### src/design/pcs_ram.sv
// generic simple dual-port ram, one write port and one registered read port
module pcs_ram #(
  parameter int WIDTH = 8,
  parameter int DEPTH = 64
) (
  input  logic                     clk,
  input  logic                     wr_en,
  input  logic [$clog2(DEPTH)-1:0] wr_addr,
  input  logic [WIDTH-1:0]         wr_data,
  input  logic                     rd_en,
  input  logic [$clog2(DEPTH)-1:0] rd_addr,
  output logic [WIDTH-1:0]         rd_data
);

  logic [WIDTH-1:0] mem_r [DEPTH];
  logic [WIDTH-1:0] rd_data_r;

  always_ff @(posedge clk) begin
    if (wr_en) begin
      mem_r[wr_addr] <= wr_data;
    end
    if (rd_en) begin
      rd_data_r <= mem_r[rd_addr];
    end
  end

  assign rd_data = rd_data_r;

endmodule

### config.mk
export PLATFORM = sky130hd
export DESIGN_NAME = pcs_ram
export DESIGN_NICKNAME = d
export VERILOG_FILES = /design/src/design/pcs_ram.sv
export SDC_FILE = /design/constraint.sdc
export NUM_CORES = 1
export LEC_CHECK = 0
export BUFFER_PORTS_ARGS = -buffer_cell sky130_fd_sc_hd__buf_2
export CAP_MARGIN = 20
export CORE_MARGIN = 10
export CORE_UTILIZATION = 57
export DETAILED_ROUTE_END_ITERATION = 8
export HOLD_SLACK_MARGIN = 0.15
export PLACE_DENSITY = 0.73
export SYNTH_ARGS = -nofsm -noshare
export SYNTH_HDL_FRONTEND = slang
export SYNTH_SLANG_ARGS = --single-unit
### constraint.sdc
create_clock -name clk -period 2.6 [get_ports clk]
set_input_delay 0.39 -clock clk [delete_from_list [all_inputs] [get_ports clk]]
set_output_delay 0.39 -clock clk [all_outputs]
set_load 0.03 [all_outputs]
==> reports/results.tsv <==
stage	metric	value	unit
synthesis	synthesis.nets	963	
critical_path	timing.critical_path.to	rd_data[3]	
route	first_pass_iters	5	
clock_tree	clkSlewWorstSetupHoldPaths	60	ps
global_route	gr-total-overflow	0	
pwr	p_leak	7.539	nW
final_layout	final_core_util	0.6695	
clock_tree	clkSinkCount	520	
final_layout	drive_gt1_frac	0.3213	
synthesis	synth_top_cell_area_share	0.7712	
route	post_drt_wl_per_cell	28.09	um
clock_tree	worstSkewPairLatency	570	ps
floorplanning	num_rows	68	
flow_run	cap_viol_max_count	0	
timing	finalClockSkew	15.12	ps
final_layout	fillers	2214	
timing	fin_crit	2566	ps
timing	tightest_slew	1156	ps
timing	finalCritPeriodShare	0.9869	
global_route	grt_pass1_wl	67.27	mm
timing	fmax	0.3897	GHz
floorplanning	initial_core_util	0.5818	
global_route	track_usage	0.2067	
critical_path	critPathLaunch	mem_r[3][3]	
critical_path	r2r_slack	30	ps
critical_path	cp-start-kind	register	
route	drc	0	
critical_path	crit_arrival	2870	ps
clock_tree	cts_tree	done	
synthesis	ys_types	39	
route	detail-route-antenna-nets	0	
pwr	peakVddDrop	545.1	uV
synthesis	ys_seq_area_frac	0.7712	
route	drt-total-wl	44.84	mm
timing	slew_headroom	0.2093	
timing	finalHoldViolCount	0	
synthesis	synth_ff_type	edfxtp_1	
place	pre_cts_ws	-351.6	ps
place	hpwl	28.65	mm
final_layout	nets	1126	
synthesis	synth_most_common_cell	edfxtp_1	
global_route	grt_pass1_vias	10280	
global_route	antenna_found_initial	6	
timing	setup_ws	33.94	ps
route	drt_iter0_markers	1055	
floorplanning	core	34800	um2
timing	timing.setup.tns	0	ps
critical_path	critPathKind	reg2reg	
clock_tree	cts_buffer_depth	3	
route	vias	10120	
synthesis	synth_edf_count	520	
clock_tree	cts-root-buf	clkbuf_16	
place	place_congestion	0.8286	
timing	slew_violations	0	
critical_path	r2r_start	mem_r[3][3]	
place	dpl_cell_area	21780	um2
min_path	hold_path_class	in2reg	
synthesis	avgSynthCellArea	21.54	um2
clock_tree	post_cts_buffers	0	
synthesis	ys_async_sr_fraction	0	
clock_tree	cts_max_level	2	
synthesis	syn_inst	940	
synthesis	yosysWarnings	0	
floorplanning	dieArea	43460	um2
timing	setup_viol	0	
route	via_per_inst	6.340	
final_layout	register_area	15620	um2
floorplanning	die_y	208.5	um
synthesis	synth_top_cell_by_area	edfxtp_1	
place	port_buffers	30	
global_route	grt_max_degree	65	
floorplanning	ioPinCount	31	
final_layout	areaGrowthSynthToFinish	15.07	%
final_layout	multiInputGateArea	4315	um2
synthesis	yosys-top-cells-area	edfxtp_1 (77%), mux4_2 (14%), nor2_1 (1.5%)	
floorplanning	die_width	208.5	um
final_layout	final_design_area_no_fill	23300	um2
critical_path	r2r_cells	5	
synthesis	syn_area	20250	um2
critical_path	cp_max_fo	1	
status	status	finished clean	
critical_path	timing.rr.end	rd_data[3]	
pwr	powerDensity	728.8	nW/um2
critical_path	critical_path_required	2910	ps
clock_tree	cts_made_buffers	50	
synthesis	yosys-top-cells-count	edfxtp_1 (520), mux4_2 (126), nor2_1 (83), mux2i_1 (23), nand2_1 (19)	
synthesis	synth-seq-cells	520	
clock_tree	cts_hold_buf	0	
critical_path	worstSetupEndpointType	register	
clock_tree	cts.repair.resized	0	
timing	rsz0062_at_grt	false	
-- state kept, by name, summed over array words and instances (netlist names) --
name and flops:
rd_data 8, mem_r 512
-- layout make-up --
cell class | instances | share of cell area
multi-input cells | 369 | 0.1852
flip-flops and latches | 520 | 0.6702
diodes | 2 | 0.0002148
clock inverters | 22 | 0.007787
clock buffers | 66 | 0.05719
well taps | 455 | 0.02443
repair buffers | 162 | 0.05494
-- critical path, cell delays in order (launching register included) --
cell and delay (ps):
edfxtp_1 370, mux4_2 480, nor2b_1 140, a2111oi_0 990, buf_4 250, o41ai_1 70
-- cells by family after synthesis --
kind of cell / synth area share
flip-flops: 0.7712
multiplexers: 0.1588
buffers and inverters: 0.01563
AO/OA/AOI/OAI: 0.02064
AND/OR/NAND/NOR: 0.03374
-- power breakdown --
| group | internal, W | switching, W | leakage (nW) |
|---|---|---|---|
| clock network | 0.00380 | 0.00292 | 0.730 |
| logic | 0.000381 | 0.000551 | 2.12 |
| registers | 0.00930 | 0.0000273 | 4.69 |
| total | 0.0135 | 0.00350 | 7.54 |
-- per-stage QoR --
| stage | std cells | hold WS (ps) | total power (W) |
|---|---|---|---|
| 6_report | 1596 | 184.9 | 0.01698 |
| 5_1_grt | 1595 | 175.0 | 0.01749 |
| 4_1_cts | 1594 | 167.8 | 0.01709 |
| 3_5_place_dp | 1506 | 767.9 | 0.01043 |
| 3_3_place_gp | 1506 | 769.6 | 0.01041 |
| 2_1_floorplan | 940 | 488.9 | 0.01001 |
-- worst min path at each step --
stage,to,cells after the start,slack [ps],from
final,rd_data[2],1,180,rd_en
after floorplan,mem_r[0][0],0,490,wr_data[0]
after global placement,rd_data[4],1,770,rd_en
after detailed placement,rd_data[4],1,770,rd_en
after CTS,rd_data[2],1,170,rd_en
after global routing,rd_data[0],1,170,rd_en
-- cells in the final DEF (no fill, tap or decap), types with 3 or more instances in the layout --
master     netlist  final
nand3b_1         3      3
o2111ai_1        3      3
mux2_2          13     13
a221oi_1         6      6
clkinv_2         0      5
buf_12           2     10
a21oi_1          3      3
nor2b_1         14     14
nor3_1           7      7
edfxtp_1       520    520
o2bb2ai_1        3      3
clkbuf_16        0     51
nor2_1          83     83
buf_4           13    124
mux2i_1         23     23
nand2_1         19     19
nand2b_1         7      7
mux4_2         126    126
clkbuf_1        17     15
clkinv_1         0     10
a22oi_1          3      3
o22ai_1          8      8
buf_2           11     27
nand3_1         13     13
o221ai_1         8      8
a211oi_1         4      4
-- per-layer routing --
layer	wire length (um)	track usage
met1	18070	0.2874
met2	21940	0.3299
met3	3856	0.04014
met4	920	0.05629
met5	49	0
No activity file was read; power rests on OpenSTA's default activity.
